[src/hdl/layer_normalization_unit_macros.svh]
// assertion helpers for the layer normalization unit
`ifndef LAYER_NORMALIZATION_UNIT_MACROS_SVH
`define LAYER_NORMALIZATION_UNIT_MACROS_SVH
`ifndef SYNTHESIS
`define LNU_ASSERT_IMPL(label, clk, rst_n, prop, msg) \
    label: assert property (@(posedge clk) disable iff (!rst_n) prop) else $error(msg);
`define LNU_ASSERT_NEVER(label, clk, rst_n, expr, msg) \
    label: assert property (@(posedge clk) disable iff (!rst_n) !(expr)) else $error(msg);
`else
`define LNU_ASSERT_IMPL(label, clk, rst_n, prop, msg)
`define LNU_ASSERT_NEVER(label, clk, rst_n, expr, msg)
`endif
`endif

[src/hdl/lnu_pkg.sv]
`default_nettype none
package lnu_pkg;
    localparam int MAX_ROW = 64;
    localparam int AW = $clog2(MAX_ROW);
    localparam int CW = AW + 1;

    typedef struct packed {
        logic signed [15:0] sample;
        logic signed [15:0] gain;
        logic signed [15:0] offset;
        logic               row_end;
    } t_in;

    typedef struct packed {
        logic signed [15:0] normalized;
        logic [5:0]         position;
        logic               clipped;
        logic               last_out;
    } t_out;

    typedef enum logic [7:0] {
        S_LOAD  = 8'b0000_0001,
        S_MEAN  = 8'b0000_0010,
        S_VAR   = 8'b0000_0100,
        S_VDIV  = 8'b0000_1000,
        S_SQRT  = 8'b0001_0000,
        S_INV   = 8'b0010_0000,
        S_EMIT  = 8'b0100_0000,
        S_DONE  = 8'b1000_0000
    } t_state;

    typedef struct packed {
        logic          load;
        logic          clear;
        logic          div_start;
        logic [1:0]    div_sel;
        logic          acc_sq;
        logic          sqrt_start;
        logic          emit;
        logic [AW-1:0] addr;
        logic          last;
    } t_cmd;

    typedef struct packed {
        logic          div_done;
        logic          sqrt_done;
        logic [CW-1:0] count;
        logic          full;
    } t_sts;

    localparam logic [1:0] DIV_MEAN = 2'd0;
    localparam logic [1:0] DIV_VAR  = 2'd1;
    localparam logic [1:0] DIV_INV  = 2'd2;
endpackage
`default_nettype wire

[src/hdl/lnu_ctrl.sv]
`default_nettype none
module lnu_ctrl (
    input  wire logic          i_clk,
    input  wire logic          i_rst_n,
    input  wire logic          start,
    input  wire logic          i_row_end,
    input  wire lnu_pkg::t_sts i_sts,
    output lnu_pkg::t_cmd      o_cmd,
    output logic               busy
);
    lnu_pkg::t_state r_state, n_state;
    logic [lnu_pkg::AW-1:0] r_addr, n_addr;
    logic [1:0] r_ph, n_ph;
    logic [lnu_pkg::CW-1:0] w_lastidx;

    assign w_lastidx = i_sts.count - lnu_pkg::CW'(1);
    assign busy = (r_state != lnu_pkg::S_LOAD);

    always_ff @(posedge i_clk) begin
        if (!i_rst_n) begin
            r_state <= lnu_pkg::S_LOAD;
            r_addr  <= '0;
            r_ph    <= '0;
        end else begin
            r_state <= n_state;
            r_addr  <= n_addr;
            r_ph    <= n_ph;
        end
    end

    always_comb begin
        n_state = r_state;
        n_addr  = r_addr;
        n_ph    = r_ph;
        o_cmd   = '0;
        o_cmd.addr = r_addr;
        case (r_state)
            lnu_pkg::S_LOAD: begin
                if (start) begin
                    o_cmd.load = 1'b1;
                    if (i_row_end) begin
                        n_state = lnu_pkg::S_MEAN;
                        n_ph = '0;
                    end
                end
            end
            lnu_pkg::S_MEAN: begin
                if (r_ph == 2'd0) begin
                    o_cmd.div_start = 1'b1;
                    o_cmd.div_sel = lnu_pkg::DIV_MEAN;
                    n_ph = 2'd1;
                end else if (i_sts.div_done) begin
                    n_state = lnu_pkg::S_VAR;
                    n_addr = '0;
                    n_ph = '0;
                end
            end
            lnu_pkg::S_VAR: begin
                // read issued at ph 0, difference formed at ph 1, squared and accumulated at ph 2
                if (r_ph == 2'd0) begin
                    n_ph = 2'd1;
                end else if (r_ph == 2'd1) begin
                    n_ph = 2'd2;
                end else begin
                    o_cmd.acc_sq = 1'b1;
                    n_ph = '0;
                    if ({1'b0, r_addr} == w_lastidx) begin
                        n_state = lnu_pkg::S_VDIV;
                        n_addr = '0;
                    end else begin
                        n_addr = r_addr + lnu_pkg::AW'(1);
                    end
                end
            end
            lnu_pkg::S_VDIV: begin
                if (r_ph == 2'd0) begin
                    o_cmd.div_start = 1'b1;
                    o_cmd.div_sel = lnu_pkg::DIV_VAR;
                    n_ph = 2'd1;
                end else if (i_sts.div_done) begin
                    n_state = lnu_pkg::S_SQRT;
                    n_ph = '0;
                end
            end
            lnu_pkg::S_SQRT: begin
                if (r_ph == 2'd0) begin
                    o_cmd.sqrt_start = 1'b1;
                    n_ph = 2'd1;
                end else if (i_sts.sqrt_done) begin
                    n_state = lnu_pkg::S_INV;
                    n_ph = '0;
                end
            end
            lnu_pkg::S_INV: begin
                if (r_ph == 2'd0) begin
                    o_cmd.div_start = 1'b1;
                    o_cmd.div_sel = lnu_pkg::DIV_INV;
                    n_ph = 2'd1;
                end else if (i_sts.div_done) begin
                    n_state = lnu_pkg::S_EMIT;
                    n_ph = '0;
                    n_addr = '0;
                end
            end
            lnu_pkg::S_EMIT: begin
                // issue each element into the output pipeline at phase 2
                if (r_ph == 2'd2) begin
                    o_cmd.emit = 1'b1;
                    o_cmd.last = ({1'b0, r_addr} == w_lastidx);
                    n_ph = '0;
                    if (o_cmd.last) begin
                        n_state = lnu_pkg::S_DONE;
                    end else begin
                        n_addr = r_addr + lnu_pkg::AW'(1);
                    end
                end else begin
                    n_ph = r_ph + 2'd1;
                end
            end
            lnu_pkg::S_DONE: begin
                // drain output pipeline, then clear row state
                if (r_ph == 2'd3) begin
                    o_cmd.clear = 1'b1;
                    n_state = lnu_pkg::S_LOAD;
                    n_ph = '0;
                end else begin
                    n_ph = r_ph + 2'd1;
                end
            end
            default: begin
                n_state = lnu_pkg::S_LOAD;
            end
        endcase
    end
endmodule
`default_nettype wire

[config.mk]
export PLATFORM = sky130hd
export DESIGN_NAME = lnu_ctrl
export DESIGN_NICKNAME = d
export VERILOG_FILES = /design/src/hdl/layer_normalization_unit_macros.svh /design/src/hdl/lnu_pkg.sv /design/src/hdl/lnu_ctrl.sv
export SDC_FILE = /design/constraint.sdc
export NUM_CORES = 1
export LEC_CHECK = 0
export BUFFER_PORTS_ARGS = -buffer_cell sky130_fd_sc_hd__clkbuf_2
export CORE_ASPECT_RATIO = 0.7
export CORE_MARGIN = 1
export CORE_UTILIZATION = 38
export DETAILED_ROUTE_END_ITERATION = 16
export PLACE_DENSITY = 0.61
export SETUP_SLACK_MARGIN = 0.5
export SYNTH_ARGS = -nofsm -noshare
export SYNTH_HDL_FRONTEND = slang
export SYNTH_SLANG_ARGS = --single-unit
[constraint.sdc]
create_clock -name i_clk -period 5.8 [get_ports i_clk]
set_input_delay 0.29 -clock i_clk [delete_from_list [all_inputs] [get_ports i_clk]]
set_output_delay 0.29 -clock i_clk [all_outputs]
set_load 0.03 [all_outputs]
-- Yosys cells after proc, flatten, opt, wreduce, memory -nomap -nowiden
Index checks and enable logic that the tools add are counted.
- bits in registers: 16
- input bits: 14
- output and inout port bits: 16
- word-level logic and storage cells: 101
- add/sub/neg operators: 3
- equality and inequality tests: 34
- mux-type cells: 53
- reductions and logical operators: 8
- operators with widths (cell ; count):
    two-way mux 8 bit ; 16
    one-hot mux 8 bit (8 select lines) ; 1
    two-way mux 6 bit ; 7
    != test 2 bit, second input constant ; 18
    two-way mux 2 bit ; 10
    one-hot mux 6 bit (3 select lines) ; 1
    AND reduction 16 bit ; 1
    two-way mux 1 bit ; 13
    one-hot mux 2 bit (6 select lines) ; 1
    two-way mux 3 bit ; 3
    one-hot mux 3 bit (3 select lines) ; 1
    equality test 8 x 1 -> 1 bit, second input constant ; 1
    equality test 8 x 2 -> 1 bit, second input constant ; 1
    equality test 8 x 3 -> 1 bit, second input constant ; 1
    equality test 8 x 4 -> 1 bit, second input constant ; 1
    equality test 8 x 5 -> 1 bit, second input constant ; 1
    equality test 8 x 6 -> 1 bit, second input constant ; 1
    equality test 8 x 7 -> 1 bit, second input constant ; 1
    equality test 8 bit, second input constant ; 1
    != test 8 x 1 -> 1 bit, second input constant ; 1
    equality test 6 x 7 -> 1 bit ; 1
    AND reduction 7 bit ; 1
    subtractor 7 x 1 -> 7 bit, second input constant ; 1
    adder 6 x 1 -> 6 bit, second input constant ; 1
    other kinds (12) ; 13

-- Depth between registers and ports, before layout
- depth in word-level cells: 6
- gate-level depth with buffers: 10

-- Worst setup path before layout
Ideal clock, no wire load.
- path type: register to register
- from: register r_addr[3] (netlist bit)
- to: register r_state[2]
- library setup time: 0.071 ns
- data arrival time: 2.167 ns
- required time: 5.729 ns
- setup slack: 3.563 ns
- cell stages (with the launch flop): 8
- period minus slack after synthesis: 2.237 ns
- cells stage by stage: dfxtp_1 xnor2_1 xor2_1 o31ai_1 o211ai_2 a211o_1 or4_1 a21oi_1
- word-level cells in the longest chain between the ends: 3
- RTL lines (item ; line ; text):
    start: declaration ; lnu_ctrl.sv:12 ; logic [lnu_pkg::AW-1:0] r_addr, n_addr;
    start signal: assignment ; lnu_ctrl.sv:26 ; r_addr <= n_addr;
    equality test 6 x 7 -> 1 bit (*) ; lnu_ctrl.sv:67, lnu_ctrl.sv:109 ;
    != test 2 bit (no line) ; - ;
    AND reduction 16 bit (no line) (*) ; - ;
    end signal: assignment ; lnu_ctrl.sv:21 ; r_state <= lnu_pkg::S_LOAD;
    end signal: assignment ; lnu_ctrl.sv:25 ; r_state <= n_state;
    end: declaration ; lnu_ctrl.sv:11 ; lnu_pkg::t_state r_state, n_state;
Every way passes the cells marked *; elsewhere a longest branch is shown, timed or not.
A chain may end at the register's enable or synchronous reset.

==> summary.txt <==
Place
  – IO Port Bufs: 28
  – Placed Instances: 251
  – Post-DP HPWL: 2740 um
  – Gpl congestion: 0.813

Floorplan
  – Die height: 52.5 um
  – # IOs: 30
  – Core ar.: 3320 um2
  – Die area: 3890 um2
  – Std cell rows: 17
  – Die width: 74.2 um
  – Initial Util: 0.417

Critical path
  – Buf+Inv Stages, Crit Path: 1
  – Max Fanout on Critical Path: 8
  – Setup CP Type: flip-flop to primary output
  – Data required, critical path: 5.51 ns
  – Setup crit start kind: flip-flop
  – Slowest CP cell: or3_4
  – Crit-path most repeated cell: nor2_1
  – Reg2reg path depth: 7
  – Worst EP arrival: 2.29 ns
  – CP max stage delay: 0.43 ns
  – R2R setup slack: 3.24 ns
  – Reg2reg start: r_addr[3]
  – Worst path top cell family by delay: simple AND/OR/NAND/NOR gates
  – Worst flop-to-flop path endpoint: r_state[2]
  – Worst path cell trace: or3_4 -> or3_1 -> nor2_1 -> nand2_1 -> nor2_1 -> clkbuf_2
  – CP Capture Type: primary output

Clocking
  – CTS Sinks: 16
  – Post-CTS Setup Repair Bufs: 0
  – Skew-Pair Late Insertion Delay: 0.25 ns
  – Clock tree buffer depth: 2
  – Num CTS Buffers: 3
  – CTS Root Cell: clkbuf_8
  – CTS resizes: 0
  – Clock transition at path regs: 0.06 ns
  – CTS tree: yes
  – H-tree levels: 1
  – # hold bufs at CTS: 0

Logic synthesis
  – Post-synth ARST share: 0
  – Top_reg_cell synth: dfxtp_1
  – Unique masters post-synth: 49
  – Cell Area, Synth: 1390 um2
  – Syn Area/Cell: 7.69 um2
  – Post-synthesis sequential area ratio: 0.231
  – #FFs+latches synth: 16
  – EDFF count, synth: 0
  – Syn Nets: 202
  – Synthesized instance count: 180
  – Synthesis Warnings: 0

GRT
  – GRT Total Usage: 0.199
  – Largest net degree at the start of global routing: 16
  – Total grt overflow: 0
  – First-pass GRT wire length: 5810 um
  – Initial antenna violation count: 0
  – Number of global-route vias before repair: 1257

Final layout
  – P&R area growth vs syn: 16.2%
  – Layout Nets: 231
  – Ratio of cells with drive above 1 in the final layout: 0.203
  – Finished Layout Cells: 254
  – # diodes: 0

Worst hold path
  – HP Start: i_row_end
  – Hold Crit Depth: 4
  – WHS Endpoint: r_state[0]
  – Worst min path class: input pin to flip-flop

Timing
  – Fmax: 388 MHz
  – Slew Limit Fails: 0
  – Setup_tns: 0 ns
  – Worst Tran Pin Value: 0.545 ns
  – Final worst path period need: 2.58 ns
  – RSZ-0062 raised after global routing: false
  – Period utilisation layout: 0.445
  – Slew margin rel.: 0.634
  – Setup violations, final: 0
  – Setup Skew: 0.00454 ns
  – Final count of hold timing violations: 0

Detailed routing
  – DRT Wirelength: 3560 um
  – Vias per cell: 5.70
  – DRC: 0
  – DR vias: 1449
  – Drt wl/cell: 14.0 um
  – Post-route antenna net violation count: 0
  – DRT iter0 DRCs: 70
  – Detailed Routing Iterations Pass 1: 4

Power
  – Leakage: 0.630 nW
  – Pwr per Cell Area: 251 nW/um2
  – Worst vdd ir: 0.154 mV

Job
  – Max Cap Viol: 0

Outcome
  – Status: finished, final reports clean
[metrics by stage]
| stage | utilization | total power, mW | setup slack [ns] | hold slack, ns | instance area (um2) |
|---|---|---|---|---|---|
| floorplan | - | 0.277 | 3.56 | 0.454 | 1390 |
| finish | 0.485 | 0.404 | 3.22 | 0.406 | 1610 |
| global route | 0.485 | 0.429 | 3.03 | 0.430 | 1610 |
| global placement | 0.472 | 0.316 | 3.06 | 0.492 | 1570 |
| CTS | 0.485 | 0.403 | 3.24 | 0.404 | 1610 |
| detailed placement | 0.472 | 0.319 | 3.02 | 0.503 | 1570 |
[layer usage]
layer | track usage | part of all wire
met1 | 0.293 | 0.51
met4 | 0.0417 | 0.0067
met5 | 0 | 0
met3 | 0.0462 | 0.056
met2 | 0.292 | 0.43
[cell type report]
class                   count  area, um2
inverters                   9       33.8
multi-input cells         151       1010
repair buffers             28        140
flip-flops and latches     16        320
fillers                   350       1710
well taps                  47       58.8
clock buffers               3       41.3
[synthesized netlist by cell type (2+ instances only)]
cell	n	area, um2
or3_1	2	12.5
o211ai_1	3	22.5
o221ai_1	2	17.5
nor2_1	11	41.3
o22a_1	2	17.5
nand4_1	2	12.5
dfxtp_1	16	320
or3_4	2	22.5
a21oi_1	9	45.0
xnor2_1	6	52.6
mux2i_1	3	30.0
a211oi_1	2	15.0
o31ai_1	3	22.5
or2_2	2	12.5
clkbuf_1	3	11.3
o22ai_1	4	25.0
and2_1	4	25.0
nand3_1	7	35.0
nand2b_1	7	43.8
o21ai_0	5	25.0
o21bai_1	2	15.0
and3_1	2	12.5
xor2_1	4	35.0
nand2_1	19	71.3
ha_1	8	100
nor3b_1	4	30.0
nor2b_1	3	18.8
nor3_1	9	45.0
nand3b_1	4	30.0
inv_1	9	33.8
nor4_1	2	12.5
or4_1	2	15.0
[layout by cell type, fill, tap and decap left out, types with 2 or more instances in the layout]
master    count
clkbuf_2     28
nand2_1      19
dfxtp_1      16
nor2_1       11
inv_1         9
nor3_1        9
a21oi_1       9
ha_1          8
nand2b_1      7
nand3_1       7
xnor2_1       6
o21ai_0       5
and2_1        4
nor3b_1       4
xor2_1        4
nand3b_1      4
o22ai_1       4
nor2b_1       3
o31ai_1       3
o211ai_1      3
mux2i_1       3
clkbuf_8      3
or2_2         2
or3_4         2
nor4_1        2
or3_1         2
and3_1        2
nand4_1       2
a211oi_1      2
o21bai_1      2
o22a_1        2
or4_1         2
o221ai_1      2
[cell families (layout without fill, tap and decap cells)]
group / count (synthesis) / in the layout / synth area share
buffers and inverters: 13 / 40 / 0.0361
adder cells (fa/ha/maj): 8 / 8 / 0.0723
multiplexers: 3 / 3 / 0.0217
XOR/XNOR: 10 / 10 / 0.0632
flip-flops: 16 / 16 / 0.231
AO/OA/AOI/OAI: 45 / 45 / 0.238
AND/OR/NAND/NOR: 85 / 85 / 0.337
[worst max path at each step]
stage,from,end,cells after the start
floorplan,r_addr[3],r_state[2],7
global placement,i_sts[1],r_state[2],10
detailed placement,i_sts[1],r_state[2],10
CTS,r_addr[3],r_state[2],7
global route,r_addr[5],r_state[2],7
finish,r_state[7],o_cmd[0],6
[tightest hold or removal path, cell delays in order]
cell and delay, ns:
clkbuf_2 0.08, nand2_1 0.07, nand3_1 0.10, o211ai_1 0.09
[sequential cells by signal, summed over array words and instances, names as in the netlist]
signal / flops
r_state: 8
r_addr: 6
r_ph: 2
[report_power, final]
| part | switching [mW] | leakage (nW) | internal, mW | total (mW) |
|---|---|---|---|---|
| logic | 0.116 | 0.479 | 0.0694 | 0.186 |
| registers | 0.0154 | 0.129 | 0.118 | 0.134 |
| clock network | 0.0386 | 0.0216 | 0.0461 | 0.0848 |
| total | 0.170 | 0.630 | 0.234 | 0.404 |
Note: power is estimated with default switching activity, not from simulation.
